File: config.mk
export PLATFORM = sky130hd
export DESIGN_NAME = dq_ram
export DESIGN_NICKNAME = d
export VERILOG_FILES = /design/src/hdl/dq_ram.sv
export SDC_FILE = /design/constraint.sdc
export NUM_CORES = 1
export LEC_CHECK = 0
export ABC_AREA = 0
export BUFFER_PORTS_ARGS = -buffer_cell sky130_fd_sc_hd__clkbuf_2
export CORE_MARGIN = 2
export CORE_UTILIZATION = 44
export DETAILED_ROUTE_END_ITERATION = 10
export PLACE_DENSITY = 0.65
export SLEW_MARGIN = 20
export SYNTH_ARGS = -nofsm -noshare
export SYNTH_HDL_FRONTEND = slang
export SYNTH_SLANG_ARGS = --single-unit
File: constraint.sdc
create_clock -name clk_i -period 6.1 [get_ports clk_i]
set_clock_uncertainty 0.05 [all_clocks]
set_input_delay 0.305 -clock clk_i [delete_from_list [all_inputs] [get_ports clk_i]]
set_output_delay 0.305 -clock clk_i [all_outputs]
set_load 0.005 [all_outputs]
File: src/hdl/dq_ram.sv
// Generic single-write, single-read synchronous RAM with registered read data.
// No dependencies.
`default_nettype none

module dq_ram #(
  parameter int unsigned Width = 32,
  parameter int unsigned Depth = 16,
  localparam int unsigned AddrW = (Depth > 1) ? $clog2(Depth) : 1
) (
  input  wire logic             clk_i,
  input  wire logic             wr_en_i,
  input  wire logic [AddrW-1:0] wr_addr_i,
  input  wire logic [Width-1:0] wr_data_i,
  input  wire logic             rd_en_i,
  input  wire logic [AddrW-1:0] rd_addr_i,
  output logic      [Width-1:0] rd_data_o
);

  logic [Width-1:0] mem_q [Depth];

  // Write port
  always_ff @(posedge clk_i) begin
    if (wr_en_i) begin
      mem_q[wr_addr_i] <= wr_data_i;
    end
  end

  // Registered read port
  always_ff @(posedge clk_i) begin
    if (rd_en_i) begin
      rd_data_o <= mem_q[rd_addr_i];
    end
  end

endmodule

`default_nettype wire

==> results_dict.tcl <==
set metrics [dict create \
    regArea_sq_mm 0.01634 \
    fin_crit_sh_pct 37.76 \
    vias_per_cell 5.663 \
    nets 991 \
    path_cells "clkbuf_8 -> buf_4 -> mux4_2 -> a22oi_1 -> nand2_1" \
    fmax_mhz 434.1 \
    hp-class "input pin to flip-flop" \
    drtIter0Drc 1075 \
    hold_buffers 0 \
    place_congestion 0.6812 \
    drive_gt1_share_pct 31.81 \
    grt_overflow 0 \
    netlist_area_sq_mm 0.02017 \
    critPathLaunchType "input pin" \
    area_growth_pct 14.09 \
    clkSinkCount 544 \
    drc_errors 0 \
    placed_area_sq_mm 0.02140 \
    detail_route.first_pass.iterations 5 \
    dp_hpwl_um 19260 \
    p_leak_nw 7.305 \
    grt_antenna_before_repair 2 \
    wl_per_cell_um 26.43 \
    fin_area_sq_mm 0.02302 \
    setup_viol 0 \
    port_buffers 74 \
    fin_setup_tns_ns 0 \
    synth_fa_ha_area_share_pct 0 \
    ys_warn_count 0 \
    cp_max_fo 76 \
    cts_buffers 54 \
    path_clk_slew_ns 0.06 \
    grt_use_total_pct 18.06 \
    die_w_um 218.1 \
    postRouteWirelength_um 41920 \
    dp_slack_ns 3.129 \
    synth_area_per_cell_sq_um 24.07 \
    finalHoldViolations 0 \
    grt_max_degree 77 \
    clk_path_buf_depth 3 \
    io_pins 75 \
    setup_slack_ns 3.797 \
    ys_ff_latch 544 \
    synth_nets 881 \
    path_class "input pin to flip-flop" \
    synth_mux_area_share_pct 14.29 \
    cts_htree_levels 2 \
    arrival_ns 2.58 \
    placeableCoreArea_sq_mm 0.04528 \
    synthSimpleGateAreaFrac_pct 1.253 \
    period_needed_ns 2.303 \
    utilization_pct 50.83 \
    postCtsResizedCells 0 \
    cp-end-kind "flip-flop" \
    status "finished, final reports clean" \
    worst_skew_pair.late_latency_ns 0.59 \
    ys_types 17 \
    cap_violations 0 \
    synthXorXnorAreaFrac_pct 0 \
    root_buffer "clkbuf_16" \
    fin_hold_ws_ns 0.06557 \
    synth_top_family_by_area "multiplexers" \
    slew_violations 0 \
    ir_worst_vdd_uv 186.1 \
    cpPeakStageDelay_ns 0.71 \
    cts_tree "built" \
    worstMarginPinSlew_ns 1.064 \
    fill_cells 3531 \
    rows 78 \
    ant_nets 0 \
    grt_pass1_vias 9248 \
    synth_compound_area_share_pct 2.382 \
    powerDensity_mw_per_mm2 331.8 \
    required_ns 6.37 \
    die_height_um 218.1 \
    yosysSeqAreaShare_pct 80.97 \
    multi_input_area_sq_mm 0.003750 \
    slew_headroom_pct 29.06 \
    grt_pass1_wl_um 61340 \
    slowest_stage "clkbuf_8" \
    rsz0062_at_grt "no" \
    start_util_pct 44.55 \
    vias 8982 \
    synth_cells 838 \
    post_cts_buffers 0 \
    dieArea_sq_mm 0.04758 \
]
## power by group
group	internal [mW]	total [mW]	leakage, nW	switching [mW]
logic	0.142	0.349	1.57	0.207
registers	4.21	4.24	4.94	0.0224
clock network	1.75	3.05	0.792	1.30
## per-layer routing
metal	global-route usage, %	part of all wire (%)	wire length, um
met1	26.94	43	18220
met4	4.830	1.5	634
met5	0	0.026	11
met3	2.700	6.8	2855
met2	28.13	48	20200
## synth_stat cells
master    instances  area (sq um)
mux4_2          128          2883
a22oi_1          64         480.5
nand2_1          33         123.9
nor3_1            4         20.02
nor2_1           13         48.80
or3b_2            1         8.760
edfxtp_1        544         16340
nor2b_1           2         12.51
buf_1             9         33.78
buf_2             4         20.02
buf_4            11         82.58
clkbuf_1         17         63.81
nand3_1           1         5.000
buf_6             2         22.52
nand2b_1          2         12.51
and2_1            1         6.260
nand3b_1          2         15.01
## cells in the final DEF, fill, tap and decap left out, drive strengths merged
master,instances
nor2,13
a22oi,64
clkinv,26
and2,1
nor2b,2
nor3,4
nand3b,2
nand2b,2
nand2,33
nand3,1
or3b,1
buf,24
diode,2
clkbuf,135
edfxtp,544
mux4,128
inv,1
bufinv,3
## sequential cells by signal, summed over array words and instances, names as in the netlist
| name | count |
|---|---|
| rd_data_o | 32 |
| mem_q | 512 |
## layout make-up
class | instances | share of cell area, %
well taps | 600 | 3.262
repair buffers | 97 | 2.462
clock buffers | 62 | 6.094
flip-flops and latches | 544 | 70.97
multi-input cells | 251 | 16.29
clock inverters | 30 | 0.8969
diodes | 2 | 0.02174
## through the flow
stage / instances / power, mW
after CTS: 1584 / 7.709
after detailed placement: 1492 / 4.670
final: 1586 / 7.637
after global routing: 1584 / 7.879
after floorplan: 838 / 4.511
after global placement: 1492 / 4.660
## cell families after synthesis
family / Yosys count
and+or+nand+nor: 59
muxes: 128
AOI/OAI and AO/OA: 64
buffers and inverters: 43
DFF: 544
## critical path, delay by kind of cell
family	cells	cell delay [ns]
AND/OR/NAND/NOR	1	0.08
buffers and inverters	2	1.32
AO/OA/AOI/OAI	1	0.25
multiplexers	1	0.57
## worst paths after layout
kind                    to  slack (ns)           from  depth (start not counted)
min reg2reg   rd_data_o[5]        0.69   mem_q[12][5]                          3
max reg2reg  rd_data_o[16]        4.54   mem_q[9][16]                          3
min           mem_q[1][10]        0.07  wr_data_i[10]                          1
max           rd_data_o[0]        3.80   rd_addr_i[0]                          5
No activity file was read; power rests on OpenSTA's default activity.
