<file path="src/hdl/dq_pkg.sv">
// Package for the double-ended queue: request and error codes,
// default sizes and the step descriptor passed from pointer logic to control.
// No dependencies.
`default_nettype none

package dq_pkg;

  // Default number of ring entries and payload width
  localparam int unsigned DepthDef = 16;
  localparam int unsigned DataW    = 32;
  localparam int unsigned ReqW     = 3;
  localparam int unsigned ErrW     = 2;

  // Request codes; unused codes behave as a query
  typedef enum logic [ReqW-1:0] {
    REQ_QUERY      = 3'd0,
    REQ_PUSH_FRONT = 3'd1,
    REQ_PUSH_BACK  = 3'd2,
    REQ_POP_FRONT  = 3'd3,
    REQ_POP_BACK   = 3'd4
  } req_e;

  // Error codes reported with each result
  typedef enum logic [ErrW-1:0] {
    ERR_OK    = 2'd0,
    ERR_EMPTY = 2'd1,
    ERR_FULL  = 2'd2
  } err_e;

  // What one request does to the store and to the end-value caches
  typedef struct packed {
    logic wr;        // write the pushed value
    logic rd;        // fetch a new end value from the store
    logic rd_back;   // fetched value is the new back (else the new front)
    logic set_front; // pushed value becomes the front
    logic set_back;  // pushed value becomes the back
    logic err_empty; // pop on empty
    logic err_full;  // push on full
  } dq_op_t;

endpackage

`default_nettype wire

</file>
<file path="src/hdl/dq_ptr.sv">
// Ring pointers and entry count of the double-ended queue; decodes each
// accepted request into a store access. Depends on dq_pkg.
`default_nettype none

module dq_ptr
  import dq_pkg::*;
#(
  parameter int unsigned Depth = DepthDef,
  localparam int unsigned IdxW = $clog2(Depth),
  localparam int unsigned CntW = $clog2(Depth + 1)
) (
  input  wire logic            clk_i,
  input  wire logic            rst_ni,
  input  wire logic            accept_i,
  input  wire logic [ReqW-1:0] req_type_i,
  output dq_op_t               op_o,
  output logic [IdxW-1:0]      wr_idx_o,
  output logic [IdxW-1:0]      rd_idx_o,
  output logic [CntW-1:0]      count_o
);

  logic [IdxW-1:0] front_q, front_d;
  logic [IdxW-1:0] back_q, back_d;
  logic [CntW-1:0] count_q, count_d;

  logic [IdxW-1:0] front_inc, front_dec, back_inc, back_dec;
  logic            is_full, is_empty;
  dq_op_t          op;

  // Ring neighbours, wrapping at Depth
  assign front_inc = (front_q == IdxW'(Depth - 1)) ? '0 : front_q + 1'b1;
  assign back_inc  = (back_q  == IdxW'(Depth - 1)) ? '0 : back_q + 1'b1;
  assign front_dec = (front_q == '0) ? IdxW'(Depth - 1) : front_q - 1'b1;
  assign back_dec  = (back_q  == '0) ? IdxW'(Depth - 1) : back_q - 1'b1;

  assign is_full  = (count_q == CntW'(Depth));
  assign is_empty = (count_q == '0);

  // Request decode and next pointers
  always_comb begin
    op       = '0;
    front_d  = front_q;
    back_d   = back_q;
    count_d  = count_q;
    wr_idx_o = front_q;
    rd_idx_o = front_inc;
    case (req_type_i)
      REQ_PUSH_FRONT, REQ_PUSH_BACK: begin
        if (is_full) begin
          op.err_full = 1'b1;
        end else if (is_empty) begin
          // first entry sits at the front index and is both ends
          op.wr        = 1'b1;
          op.set_front = 1'b1;
          op.set_back  = 1'b1;
          back_d       = front_q;
          count_d      = CntW'(1);
        end else if (req_type_i == REQ_PUSH_FRONT) begin
          op.wr        = 1'b1;
          op.set_front = 1'b1;
          front_d      = front_dec;
          wr_idx_o     = front_dec;
          count_d      = count_q + 1'b1;
        end else begin
          op.wr       = 1'b1;
          op.set_back = 1'b1;
          back_d      = back_inc;
          wr_idx_o    = back_inc;
          count_d     = count_q + 1'b1;
        end
      end
      REQ_POP_FRONT, REQ_POP_BACK: begin
        if (is_empty) begin
          op.err_empty = 1'b1;
        end else begin
          count_d = count_q - 1'b1;
          if (count_q == CntW'(1)) begin
            // last entry gone: both ends meet again
            if (req_type_i == REQ_POP_FRONT) begin
              front_d = front_inc;
              back_d  = front_inc;
            end else begin
              back_d = front_q;
            end
          end else if (req_type_i == REQ_POP_FRONT) begin
            op.rd    = 1'b1;
            front_d  = front_inc;
            rd_idx_o = front_inc;
          end else begin
            op.rd      = 1'b1;
            op.rd_back = 1'b1;
            back_d     = back_dec;
            rd_idx_o   = back_dec;
          end
        end
      end
      default: begin
        // query and unused codes change nothing
      end
    endcase
  end

  // Pointer registers move only on an accepted beat
  always_ff @(posedge clk_i or negedge rst_ni) begin
    if (!rst_ni) begin
      front_q <= '0;
      back_q  <= '0;
      count_q <= '0;
    end else if (accept_i) begin
      front_q <= front_d;
      back_q  <= back_d;
      count_q <= count_d;
    end
  end

  assign op_o    = op;
  assign count_o = count_q;

`ifndef SYNTH
  a_count_bound: assert property (@(posedge clk_i) disable iff (!rst_ni)
    count_q <= CntW'(Depth))
    else $error("entry count beyond ring depth");

  a_empty_ends_meet: assert property (@(posedge clk_i) disable iff (!rst_ni)
    (count_q == '0) |-> (front_q == back_q))
    else $error("empty ring with separated ends");

  a_error_keeps_state: assert property (@(posedge clk_i) disable iff (!rst_ni)
    (accept_i && (op.err_full || op.err_empty)) |=>
      ($stable(count_q) && $stable(front_q) && $stable(back_q)))
    else $error("rejected request changed the pointers");
`endif

endmodule

`default_nettype wire

</file>
<file path="config.mk">
export PLATFORM = sky130hd
export DESIGN_NAME = dq_ptr
export DESIGN_NICKNAME = d
export VERILOG_FILES = /design/src/hdl/dq_pkg.sv /design/src/hdl/dq_ptr.sv
export SDC_FILE = /design/constraint.sdc
export NUM_CORES = 1
export LEC_CHECK = 0
export BUFFER_PORTS_ARGS = -buffer_cell sky130_fd_sc_hd__buf_4
export CORE_MARGIN = 3
export CORE_UTILIZATION = 45
export CTS_CLUSTER_SIZE = 10
export DETAILED_ROUTE_END_ITERATION = 6
export PLACE_DENSITY = 0.67
export SKIP_CTS_REPAIR_TIMING = 1
export SYNTH_ARGS = -nofsm -noshare
export SYNTH_HDL_FRONTEND = slang
export SYNTH_SLANG_ARGS = --single-unit
</file>
<file path="constraint.sdc">
create_clock -name clk_i -period 5.5 [get_ports clk_i]
set_clock_uncertainty 0.15 [all_clocks]
set_input_delay 1.65 -clock clk_i [delete_from_list [all_inputs] [get_ports clk_i]]
set_output_delay 1.65 -clock clk_i [all_outputs]
set_load 0.02 [all_outputs]
</file>
==> flow_summary_export.csv <==
group,metric,value,unit
detailed_routing,via_count,1649,
yosys,syn_nets,220,
timing,relSlewSlack,57.3,%
grt,grt_first_pass_wirelength,7400,um
placement,gp_congestion,0.869,
floorplan,dieArea,0.00418,sq mm
power_and_ir_drop,ir_drop,273,uV
power_and_ir_drop,p_per_area,567,mW/mm^2
power_and_ir_drop,power.leakage,0.000765,uW
yosys,ys_ff_latch,13,
grt,grt_antenna_before_repair,0,
yosys,synth-edff-count,0,
worst_setup_path,setup.worst_path.start_class,"input port",
finish,ff_latch_area,325,sq um
grt,grt_util_met3,4.68,%
floorplan,dieHeight,64.7,um
worst_setup_path,cp-endpoint,"wr_idx_o[2]",
finish,layout-drive-gt1-share,19.9,%
placement,place_area,0.00172,sq mm
grt,grt_busiest_layer,"met2",
yosys,synth.cell_area,0.00155,sq mm
yosys,synth_ff_type,"dfrtp_1",
outcome,status,"completed",
worst_setup_path,crit_required,3700,ps
placement,dpl.hpwl,3270,um
detailed_routing,via_per_inst,6.22,
finish,antennaDiodeCount,0,
clocking,cts_buffers,3,
worst_hold_path,hp-class,"reg2reg",
floorplan,core_area,0.00318,sq mm
grt,met2_usage,34.7,%
placement,io_buffer_count,25,
timing,setup_slack,531,ps
detailed_routing,drc,0,
grt,grt_pass1_vias,1550,
finish,final_cell_mix,"29 x nand2_1, 26 x buf_4, 15 x nor2_1, 15 x a21oi_1",
detailed_routing,routed_wl,4350,um
yosys,synth_cell_types,55,
finish,stdcell_count,265,
finish,fillCellCount,320,
finish,syn_to_final_growth,12.7,%
floorplan,row_count,20,
detailed_routing,dr.pass1.iters,4,
worst_setup_path,r2r_setup_slack,2860,ps
yosys,seq_area_frac_synth,21.0,%
grt,grt_use_met1,30.6,%
clocking,clkLatencyLatePin,290,ps
placement,place_ws,552,ps
clocking,cts_tree,"yes",
worst_setup_path,crit_arrival,3170,ps
placement,dp_cells,261,
detailed_routing,post_drt_wl_per_cell,16.4,um
detailed_routing,detail-route-antenna-nets,0,
timing,hold_viol,0,
worst_setup_path,r2r-start,"count_o[0]",
floorplan,start_util,48.7,%
worst_setup_path,worstSetupPathType,"in2out",
worst_setup_path,reg2reg_depth,7,
clocking,cts-root-buf,"clkbuf_4",
clocking,clock-sinks,13,
yosys,avgSynthCellArea,7.52,sq um
grt,grt-ovfl-total,0,
floorplan,boundaryPins,26,
timing,finalMaxSlewViolations,0,
detailed_routing,drt_iter0_drc,103,
finish,final_area,0.00175,sq mm
clocking,cts_buffer_depth,2,
timing,grt_setup_unrepaired,"no",
timing,period_share,90.3,%
yosys,synthCells,206,
worst_setup_path,crit_start,"req_type_i[1]",
worst_setup_path,critPathCaptureType,"output port",
timing,setup_viol,0,
finish,multiInputGateArea,0.00109,sq mm
timing,tightest_slew,639,ps
timing,setup_tns,0,ps
yosys,postSynth.asyncResetShare,100,%
clocking,clk_pin_slew,100,ps
worst_setup_path,rr_endpoint,"back_q[2]",
flow_run,maxCapViolations,0,
timing,timing.hold.ws,508,ps
floorplan,die_x,64.7,um
worst_setup_path,critPathMaxFanout,11,
finish,final_common_cell,"nand2_1",
finish,nets,236,
timing,max_freq,201,MHz
timing,min_period,4970,ps
yosys,yosys_warnings,0,
clocking,h-tree-depth,1,
grt,track_usage,22.3,%
grt,grt_max_degree,15,
logic make-up after synthesis:
family	count (synthesis)	synth area share [%]
AOI/OAI and AO/OA	66	28.9
xor gates and xnor gates	7	3.96
adders and majority gates	8	6.46
buffers and inverters	28	8.40
DFF	13	21.0
muxes	4	2.99
and+or+nand+nor	80	28.3
synth_stat cells, types with 3 or more instances:
cell | count | share of area, %
nand2_1 | 29 | 7.0
o31ai_1 | 3 | 1.5
dfrtp_1 | 13 | 21
nand3_1 | 6 | 1.9
or4b_1 | 3 | 1.9
inv_1 | 13 | 3.2
xnor2_1 | 6 | 3.4
a311oi_1 | 3 | 1.7
o211ai_1 | 3 | 1.5
clkbuf_1 | 5 | 1.2
a31oi_1 | 7 | 2.8
o21ai_0 | 13 | 4.2
nor3_1 | 6 | 1.9
nand2b_1 | 3 | 1.2
buf_2 | 7 | 2.3
a21oi_1 | 15 | 4.8
ha_1 | 8 | 6.5
a2bb2oi_1 | 3 | 1.7
nor2_1 | 15 | 3.6
power by group:
part	switching (uW)	leakage [uW]	internal, uW
logic	387	0.000592	288
registers	108	0.000156	140
clock network	39.9	0.0000177	27.0
critical path: stages:
cell     delay, ps
buf_4          150
xnor2_1        150
or2_2          290
nor2_1         360
o21ai_0        170
a32o_1         240
buf_4          160
registers in the layout (all words and copies together) (netlist names):
| signal | cells |
|---|---|
| count_o | 5 |
| front_q | 4 |
| back_q | 4 |
metrics by stage:
step	util (%)	total power [uW]
2_1_floorplan	-	724
3_5_place_dp	54.1	915
6_report	54.9	989
3_3_place_gp	54.1	901
5_1_grt	54.9	1080
4_1_cts	54.9	983
worst min path at each step:
stage / from / to / slack [ps] / cells past startpoint
2_1_floorplan: back_q[1] / back_q[1] / 430 / 2
3_3_place_gp: count_o[1] / count_o[1] / 470 / 1
3_5_place_dp: count_o[1] / count_o[1] / 480 / 1
4_1_cts: count_o[1] / count_o[1] / 500 / 1
5_1_grt: count_o[1] / count_o[1] / 550 / 1
6_report: count_o[1] / count_o[1] / 510 / 1
metal layers:
layer,wire length (um),up-vias
li1,-,776
met5,0,-
met2,1970,81
met4,74,0
met3,375,10
met1,1930,782
area by class of cell:
cell class,instances,share of cell area [%]
inverters,13,2.80
well taps,44,3.15
flip-flops and latches,13,18.6
clock buffers,3,1.29
clock inverters,1,0.287
repair buffers,26,11.2
multi-input cells,165,62.7
No activity file was read; power rests on OpenSTA's default activity.
